<file path="config.mk">
export PLATFORM = sky130hd
export DESIGN_NAME = number_literal_parser
export DESIGN_NICKNAME = d
export VERILOG_FILES = /design/src/rtl/nlp_pkg.sv /design/src/rtl/nlp_in_stage.sv /design/src/rtl/nlp_lexer.sv /design/src/rtl/nlp_out_stage.sv /design/src/rtl/number_literal_parser.sv
export VERILOG_INCLUDE_DIRS = /design/src /design/src/rtl
export SDC_FILE = /design/constraint.sdc
export NUM_CORES = 1
export LEC_CHECK = 0
export BUFFER_PORTS_ARGS = -buffer_cell sky130_fd_sc_hd__clkbuf_2
export CAP_MARGIN = 5
export CORE_MARGIN = 1.5
export CORE_UTILIZATION = 63
export DETAILED_ROUTE_END_ITERATION = 7
export PLACE_DENSITY = 0.87
export SYNTH_ARGS = -nofsm -noshare
export SYNTH_HDL_FRONTEND = slang
export SYNTH_SLANG_ARGS = --single-unit
</file>
<file path="constraint.sdc">
create_clock -name aclk -period 4.5 [get_ports aclk]
set_clock_uncertainty 0.2 [all_clocks]
set_input_delay 0.9 -clock aclk [delete_from_list [all_inputs] [get_ports aclk]]
set_output_delay 0.9 -clock aclk [all_outputs]
set_load 0.02 [all_outputs]
</file>
<file path="src/rtl/number_literal_parser_assert.svh">
// Assertion macros shared by the number literal parser RTL.
`ifndef NUMBER_LITERAL_PARSER_ASSERT_SVH
`define NUMBER_LITERAL_PARSER_ASSERT_SVH

`ifndef ASSERT_OFF
// Checked only while the block is out of reset.
`define NLP_ASSERT(lbl, clk, rstn, prop, msg) \
    lbl: assert property (@(posedge clk) disable iff (!(rstn)) (prop)) else $error(msg);
// Checked at every edge, during reset as well.
`define NLP_ASSERT_ALWAYS(lbl, clk, prop, msg) \
    lbl: assert property (@(posedge clk) (prop)) else $error(msg);
`else
`define NLP_ASSERT(lbl, clk, rstn, prop, msg)
`define NLP_ASSERT_ALWAYS(lbl, clk, prop, msg)
`endif

`endif

</file>
<file path="src/rtl/nlp_pkg.sv">
// Types and constants of the number literal parser.
`timescale 1ns / 1ps

package nlp_pkg;

    localparam int unsigned VALUE_W = 64;
    localparam int unsigned FRAC_W  = 6;

    localparam logic [FRAC_W-1:0] FRAC_MAX = 6'd63;

    localparam logic [1:0] ST_INT  = 2'd0;
    localparam logic [1:0] ST_FRAC = 2'd1;
    localparam logic [1:0] ST_BAD  = 2'd2;

    typedef enum logic [1:0] {
        PH_START = 2'd0,
        PH_ZERO  = 2'd1,
        PH_BODY  = 2'd2
    } phase_t;

    typedef enum logic [1:0] {
        RX_DEC = 2'd0,
        RX_HEX = 2'd1,
        RX_BIN = 2'd2,
        RX_OCT = 2'd3
    } radix_t;

    typedef struct packed {
        logic [7:0] ch;
        logic       last;
    } lex_item_t;

    typedef struct packed {
        logic [1:0]         status;
        logic [VALUE_W-1:0] value;
        logic [FRAC_W-1:0]  frac_digits;
    } lex_result_t;

    typedef struct packed {
        phase_t             phase;
        radix_t             radix;
        logic [VALUE_W-1:0] accum;
        logic               dot_seen;
        logic [FRAC_W-1:0]  frac_count;
        logic               bad;
    } lex_state_t;

    localparam lex_state_t LEX_RESET = '{
        phase:      PH_START,
        radix:      RX_DEC,
        accum:      '0,
        dot_seen:   1'b0,
        frac_count: '0,
        bad:        1'b0
    };

endpackage

</file>
<file path="src/rtl/nlp_in_stage.sv">
// Input register of the number literal parser.
`timescale 1ns / 1ps

module nlp_in_stage (
    input  logic              aclk,
    input  logic              aresetn,
    input  logic              s_valid,
    output logic              s_ready,
    input  nlp_pkg::lex_item_t s_item,
    input  logic              pop,
    output logic              item_valid,
    output nlp_pkg::lex_item_t item
);

    logic               valid_reg;
    logic               valid_next;
    nlp_pkg::lex_item_t item_reg;

    // The register refills in the same cycle that its character moves on.
    assign s_ready    = !valid_reg || pop;
    assign item_valid = valid_reg;
    assign item       = item_reg;

    always_comb begin
        if (s_valid && s_ready) begin
            valid_next = 1'b1;
        end else if (pop) begin
            valid_next = 1'b0;
        end else begin
            valid_next = valid_reg;
        end
    end

    always_ff @(posedge aclk) begin
        if (!aresetn) begin
            valid_reg <= 1'b0;
        end else begin
            valid_reg <= valid_next;
        end
    end

    always_ff @(posedge aclk) begin
        if (s_valid && s_ready) begin
            item_reg <= s_item;
        end
    end

endmodule

</file>
<file path="src/rtl/nlp_lexer.sv">
// Lexer state and the per-character update of the number literal parser.
`timescale 1ns / 1ps

module nlp_lexer (
    input  logic                 aclk,
    input  logic                 aresetn,
    input  logic                 item_valid,
    input  nlp_pkg::lex_item_t   item,
    input  logic                 out_free,
    output logic                 pop,
    output logic                 res_valid,
    output nlp_pkg::lex_result_t res
);

    nlp_pkg::lex_state_t state_reg;
    nlp_pkg::lex_state_t state_next;

    // One body character in the base held by the state.
    function automatic nlp_pkg::lex_state_t body_char(nlp_pkg::lex_state_t s,
                                                      logic [7:0] c);
        nlp_pkg::lex_state_t r;
        r = s;
        if (!s.bad) begin
            case (s.radix)
                nlp_pkg::RX_HEX: begin
                    case (c) inside
                        ["0":"9"]:
                            r.accum = {s.accum[nlp_pkg::VALUE_W-5:0], c[3:0]};
                        ["a":"f"], ["A":"F"]:
                            r.accum = {s.accum[nlp_pkg::VALUE_W-5:0], 4'(c[3:0] + 4'd9)};
                        default:
                            r.bad = 1'b1;
                    endcase
                end
                nlp_pkg::RX_BIN: begin
                    case (c) inside
                        "0", "1": r.accum = {s.accum[nlp_pkg::VALUE_W-2:0], c[0]};
                        default:  r.bad = 1'b1;
                    endcase
                end
                nlp_pkg::RX_OCT: begin
                    case (c) inside
                        ["0":"7"]: r.accum = {s.accum[nlp_pkg::VALUE_W-4:0], c[2:0]};
                        default:   r.bad = 1'b1;
                    endcase
                end
                default: begin
                    case (c) inside
                        ["0":"9"]: begin
                            // Times ten as eight plus two, modulo 2^64.
                            r.accum = (s.accum << 3) + (s.accum << 1)
                                    + {{(nlp_pkg::VALUE_W-4){1'b0}}, c[3:0]};
                            if (s.dot_seen && (s.frac_count < nlp_pkg::FRAC_MAX)) begin
                                r.frac_count = 6'(s.frac_count + 6'd1);
                            end
                        end
                        ".": begin
                            if (s.dot_seen) begin
                                r.bad = 1'b1;
                            end else begin
                                r.dot_seen = 1'b1;
                            end
                        end
                        default: r.bad = 1'b1;
                    endcase
                end
            endcase
        end
        return r;
    endfunction

    // A final character waits while the result register is still occupied.
    assign pop       = item_valid && (!item.last || out_free);
    assign res_valid = pop && item.last;

    always_comb begin
        nlp_pkg::lex_state_t body_in;
        nlp_pkg::lex_state_t body_out;
        nlp_pkg::lex_state_t upd;
        logic                use_body;
        logic [7:0]          c;

        c        = item.ch;
        body_in  = state_reg;
        use_body = 1'b0;
        upd      = state_reg;

        case (state_reg.phase)
            nlp_pkg::PH_START: begin
                body_in.radix = nlp_pkg::RX_DEC;
                use_body      = (c != "0");
            end
            nlp_pkg::PH_ZERO: begin
                body_in.radix = nlp_pkg::RX_OCT;
                case (c) inside
                    ["0":"9"]: use_body = 1'b1;
                    default:   use_body = 1'b0;
                endcase
            end
            default: begin
                use_body = 1'b1;
            end
        endcase

        body_out = body_char(body_in, c);

        case (state_reg.phase)
            nlp_pkg::PH_START: begin
                if (c == "0") begin
                    upd.phase = nlp_pkg::PH_ZERO;
                    upd.radix = nlp_pkg::RX_DEC;
                end else begin
                    upd       = body_out;
                    upd.phase = nlp_pkg::PH_BODY;
                end
            end
            nlp_pkg::PH_ZERO: begin
                upd.phase = nlp_pkg::PH_BODY;
                case (c) inside
                    "x", "X": upd.radix = nlp_pkg::RX_HEX;
                    "b", "B": upd.radix = nlp_pkg::RX_BIN;
                    "o", "O": upd.radix = nlp_pkg::RX_OCT;
                    ["0":"9"]: begin
                        upd       = body_out;
                        upd.phase = nlp_pkg::PH_BODY;
                    end
                    ".": begin
                        upd.radix    = nlp_pkg::RX_DEC;
                        upd.accum    = '0;
                        upd.dot_seen = 1'b1;
                    end
                    default: upd.bad = 1'b1;
                endcase
            end
            default: begin
                if (use_body) begin
                    upd = body_out;
                end
            end
        endcase

        // Result of a final character.
        if (state_reg.phase == nlp_pkg::PH_START) begin
            res.status      = nlp_pkg::ST_INT;
            res.value       = {{(nlp_pkg::VALUE_W-8){1'b0}}, c} - 64'd48;
            res.frac_digits = '0;
        end else if (upd.bad) begin
            res.status      = nlp_pkg::ST_BAD;
            res.value       = '0;
            res.frac_digits = '0;
        end else if ((upd.radix == nlp_pkg::RX_DEC) && upd.dot_seen) begin
            res.status      = nlp_pkg::ST_FRAC;
            res.value       = upd.accum;
            res.frac_digits = upd.frac_count;
        end else begin
            res.status      = nlp_pkg::ST_INT;
            res.value       = upd.accum;
            res.frac_digits = '0;
        end

        if (!pop) begin
            state_next = state_reg;
        end else if (item.last) begin
            state_next = nlp_pkg::LEX_RESET;
        end else begin
            state_next = upd;
        end
    end

    always_ff @(posedge aclk) begin
        if (!aresetn) begin
            state_reg <= nlp_pkg::LEX_RESET;
        end else begin
            state_reg <= state_next;
        end
    end

endmodule

</file>
<file path="src/rtl/nlp_out_stage.sv">
// Result register of the number literal parser.
`timescale 1ns / 1ps

module nlp_out_stage (
    input  logic                 aclk,
    input  logic                 aresetn,
    input  logic                 res_valid,
    input  nlp_pkg::lex_result_t res,
    output logic                 out_free,
    output logic                 m_valid,
    input  logic                 m_ready,
    output nlp_pkg::lex_result_t m_res
);

    logic                 valid_reg;
    logic                 valid_next;
    nlp_pkg::lex_result_t res_reg;

    assign out_free = !valid_reg || m_ready;
    assign m_valid  = valid_reg;
    assign m_res    = res_reg;

    always_comb begin
        if (res_valid) begin
            valid_next = 1'b1;
        end else if (m_ready) begin
            valid_next = 1'b0;
        end else begin
            valid_next = valid_reg;
        end
    end

    always_ff @(posedge aclk) begin
        if (!aresetn) begin
            valid_reg <= 1'b0;
        end else begin
            valid_reg <= valid_next;
        end
    end

    always_ff @(posedge aclk) begin
        if (res_valid) begin
            res_reg <= res;
        end
    end

endmodule

</file>
<file path="src/rtl/number_literal_parser.sv">
// Top level of the number literal parser: input register, lexer and result register.
`timescale 1ns / 1ps
`include "number_literal_parser_assert.svh"

// The block reads a numeric literal one character per request on the s_ channel,
// with s_last set on the final character, and returns one result request on the
// m_ channel for each literal: status, value modulo 2^64 and fraction digit count.
// Hex, binary and octal prefixes, leading-zero octal and decimal with one dot are
// recognised; a malformed literal gives status 2 with value and count zero, but a
// one-character literal is taken as a decimal digit unchecked and a bare prefix
// gives zero. Each accepted character is held in an input register and passes
// from there through the lexer update (a constant multiply-add or shift on the
// 64-bit accumulator) into the lexer state and, for a final character, into the
// result register. Throughput is one character per cycle while no final character
// waits for the result register, and a new literal may follow directly behind the
// final character of the previous one.
// When the receiver stalls, the result stays in the result register and further
// characters are still accepted; only a final character waits in the input
// register until the result register is free, and s_ready drops behind it.
// Reset is synchronous and active low; it empties both registers and returns the
// lexer to the start of a literal.
module number_literal_parser (
    input  logic        aclk,
    input  logic        aresetn,
    input  logic        s_valid,
    output logic        s_ready,
    input  logic [7:0]  s_ch,
    input  logic        s_last,
    output logic        m_valid,
    input  logic        m_ready,
    output logic [1:0]  m_status,
    output logic [63:0] m_value,
    output logic [5:0]  m_frac_digits
);

    nlp_pkg::lex_item_t   s_item;
    nlp_pkg::lex_item_t   item;
    nlp_pkg::lex_result_t res;
    nlp_pkg::lex_result_t m_res;
    logic                 item_valid;
    logic                 pop;
    logic                 res_valid;
    logic                 out_free;

    assign s_item.ch   = s_ch;
    assign s_item.last = s_last;

    nlp_in_stage u_in_stage (
        .aclk       (aclk),
        .aresetn    (aresetn),
        .s_valid    (s_valid),
        .s_ready    (s_ready),
        .s_item     (s_item),
        .pop        (pop),
        .item_valid (item_valid),
        .item       (item)
    );

    nlp_lexer u_lexer (
        .aclk       (aclk),
        .aresetn    (aresetn),
        .item_valid (item_valid),
        .item       (item),
        .out_free   (out_free),
        .pop        (pop),
        .res_valid  (res_valid),
        .res        (res)
    );

    nlp_out_stage u_out_stage (
        .aclk      (aclk),
        .aresetn   (aresetn),
        .res_valid (res_valid),
        .res       (res),
        .out_free  (out_free),
        .m_valid   (m_valid),
        .m_ready   (m_ready),
        .m_res     (m_res)
    );

    assign m_status      = m_res.status;
    assign m_value       = m_res.value;
    assign m_frac_digits = m_res.frac_digits;

    // A result is loaded only into a free result register.
    `NLP_ASSERT(a_load_free, aclk, aresetn, res_valid |-> (!m_valid || m_ready), "result overwritten")
    // A malformed literal carries neither value nor fraction digits.
    `NLP_ASSERT(a_bad_zero, aclk, aresetn, (m_valid && (m_status == nlp_pkg::ST_BAD)) |-> ((m_value == 64'd0) && (m_frac_digits == 6'd0)), "malformed result not cleared")
    // An integer result has no fraction digits.
    `NLP_ASSERT(a_int_nofrac, aclk, aresetn, (m_valid && (m_status == nlp_pkg::ST_INT)) |-> (m_frac_digits == 6'd0), "integer result with fraction digits")
    // Reset empties the result register.
    `NLP_ASSERT_ALWAYS(a_reset_empty, aclk, !aresetn |=> !m_valid, "result valid after reset")

endmodule
</file>
==> flow_summary.yaml <==
yosys:
  syn_area_sq_mm: 0.0137
  synth_area_per_cell_sq_um: 8.02
  ys_async_sr_fraction_pct: 0
  yosysSeqAreaShare_pct: 29.2
  synth_enable_flop_cells: 81
  synthCells: 1705
  ys.flop_type: "edfxtp_1"
  synth_seq_cells: 159
  ys_types: 79
  yosys_warnings: 0
  synthesis.nets: 1852
placement:
  port-buffer-count: 86
  dp_hpwl_microns: 36400
  post-place-ws_ps: -19.1
  dpl-instance-area_sq_mm: 0.0146
  placed_cells: 2014
  gp_congestion: 1.03
worst_setup_path:
  cp.required_ps: 4550
  crit_type: "reg -> reg"
  start_kind: "register"
  r2r_start: "u_lexer.state_reg[8]"
  worstPathMaxFanout: 7
  startpoint: "u_lexer.state_reg[8]"
  end_kind: "register"
  reg2reg_slack_ps: 90
  arrival_ps: 4460
  r2r_cells: 15
  endpoint: "u_out_stage.m_res[57]"
  rr_endpoint: "u_out_stage.m_res[57]"
floorplan:
  start_util_pct: 64.7
  chipHeight_microns: 150
  die-area_sq_mm: 0.0226
  io_pins: 87
  core_area_sq_mm: 0.0212
  row_count: 53
  die_w_microns: 150
timing:
  grt_setup_unrepaired: "false"
  hold_violations: 0
  timing.fmax_mhz: 227
  finalCritPeriodShare_pct: 98.0
  report.final.slew_viol_count: 0
  setup_viol: 0
  setup_ws_ps: 90.6
  whs_ps: 331
  setup_tns_ps: 0
  period_minus_slack_ps: 4410
  tightestPinTransition_ps: 1060
  max-slew-margin-rel_pct: 29.2
routing:
  first_pass_iters: 8
  via_per_inst: 7.38
  drtIter0Drc: 2376
  drc_errors: 22
  antenna_left: 0
  wirelength_microns: 51400
  vias: 15100
  wl_per_cell_microns: 25.1
status:
  status: "complete, but fails checks"
  violations: "design-rule violations"
cells_and_area:
  finish.utilization_pct: 72.0
  areaGrowthSynthToFinish_pct: 11.3
  nNetsFinal: 1905
  fin_cells: 2046
  largest_reg_flops: 76
  fin_area_sq_mm: 0.0152
  layout-drive-gt1-share_pct: 12.4
  num_antenna_cells: 0
grt:
  grt_pass1_vias: 14100
  antenna_found_initial: 1
  grt_overflow_total: 0
  met1_usage_pct: 59.3
  grtUsageTotal_pct: 45.3
  grt_pass1_wl_microns: 78700
  grt_busiest_layer: "met2"
  grt_max_degree: 54
  groute.layer.met3.usage_pct: 12.2
  use_met2_pct: 67.6
power:
  p_leak_nw: 6.20
  total_power_mw: 3.73
  ir_worst_vdd_mv: 0.258
  power.density_mw_per_mm2: 245
cts:
  cts_tree: "yes"
  post-cts-setup-buffers: 0
  numCtsBuffers: 17
  clk_latency_ps: 450
  cts_max_level: 4
  root_buffer: "clkbuf_16"
  hold_buffers: 0
  cts_buffer_depth: 2
  cts.reportedPaths.clkPinSlew_ps: 70
  clock-sinks: 159
job:
  max-cap-violations: 0
hold_path:
  hold_path_class: "reg -> reg"
## power breakdown
group | switching, mW | internal [mW]
combinational | 0.384 | 0.180
clock | 0.717 | 0.843
sequential | 0.0405 | 1.56
total | 1.14 | 2.59
## Yosys cell counts (10+ instances only)
cell type  number  area, sq um
o21ai_1        22          110
clkbuf_1      113          424
a21oi_1       162          811
a222oi_1       12          120
a211oi_1       12         90.1
nand3_1        23          115
a31oi_1        28          175
nor3_1         26          130
xor2_1         17          149
o21bai_1       18          135
inv_1          35          131
nor2_1         99          372
nand2_1       226          848
o21ai_0       185          926
a21o_1         29          218
a221o_1        24          240
edfxtp_1       81         2430
a22o_1         27          236
a221oi_1       47          412
dfxtp_1        78         1560
a21boi_0       10         75.1
nand4_1        32          200
nand2b_1       12         75.1
and2_1         22          138
ha_1          132         1650
xnor2_1        35          307
o21a_1         20          150
nor2b_1        15         93.8
a22oi_1        13         97.6
## worst max-delay path, cell delays in order, from the launching register on
cell and delay, ps:
dfxtp_1 470, inv_1 140, fa_1 510, inv_1 70
ha_1 280, a21oi_1 70, nor2_1 310, o211ai_1 160
a31oi_1 590, o211ai_1 180, buf_4 190, a21oi_1 120
nor2_1 60, xnor2_1 360, a41oi_1 210, a31oi_1 290
## area by class of cell
class                           count  area (sq um)
Clock buffer                       18           429
Clock inverter                     14           168
Fill cell                        1702          5920
Inverter                           35           131
Multi-Input combinational cell   1387          9170
Sequential cell                   159          3990
Tap cell                          275           344
Timing Repair Buffer              158           996
## placed cells by master (no fill, tap or decap), drive strengths merged, types with 6 or more instances in the layout
cell and count:
nor3 26, o21ai 207, edfxtp 81, a21boi 10, o31ai 7, nor2b 15
nor4 9, nand2b 12, nand3 23, nor2 99, o211ai 9, a221oi 48
ha 132, nand4 33, a21o 29, o22ai 8, a31o 6, nand2 226
a211oi 15, a31oi 28, o21a 20, and2 22, buf 72, a22o 27
a222oi 12, mux2i 8, and3 6, clkbuf 104, a21oi 163, dfxtp 78
inv 45, a22oi 13, xor2 17, a221o 24, o21bai 18, xnor2 35
or3 10
## metal layers
layer	up-vias	share of wire, %
li1	6603	-
met1	6904	37
met2	1298	43
met3	293	14
met4	2	6.0
met5	-	0.025
## how the worst min path moves through the flow
stage                          start               endpoint  cells past startpoint
2_1_floorplan  u_lexer.state_reg[71]  u_lexer.state_reg[71]                      2
3_3_place_gp   u_lexer.state_reg[71]  u_lexer.state_reg[71]                      2
3_5_place_dp   u_lexer.state_reg[71]  u_lexer.state_reg[71]                      2
4_1_cts        u_lexer.state_reg[71]  u_lexer.state_reg[71]                      2
5_1_grt        u_lexer.state_reg[71]  u_lexer.state_reg[71]                      2
6_report       u_lexer.state_reg[71]  u_lexer.state_reg[71]                      2
## what timing repair did
item / 4_1_cts / 5_1_grt
cloned: 0 / 0
gates resized for setup: 1 / 4
setup endpoints to repair: 1 / 3
## cell families (layout without fill, tap and decap cells)
family,after synthesis,after routing,share of synthesized area (%)
AO/OA/AOI/OAI,686,686,32.8
XOR/XNOR,52,52,3.33
adder cells (fa/ha/maj),134,134,12.4
buffers and inverters,159,225,4.44
flip-flops,159,159,29.2
multiplexers,9,9,0.668
AND/OR/NAND/NOR,506,506,17.2
No activity file was read; power rests on OpenSTA's default activity.
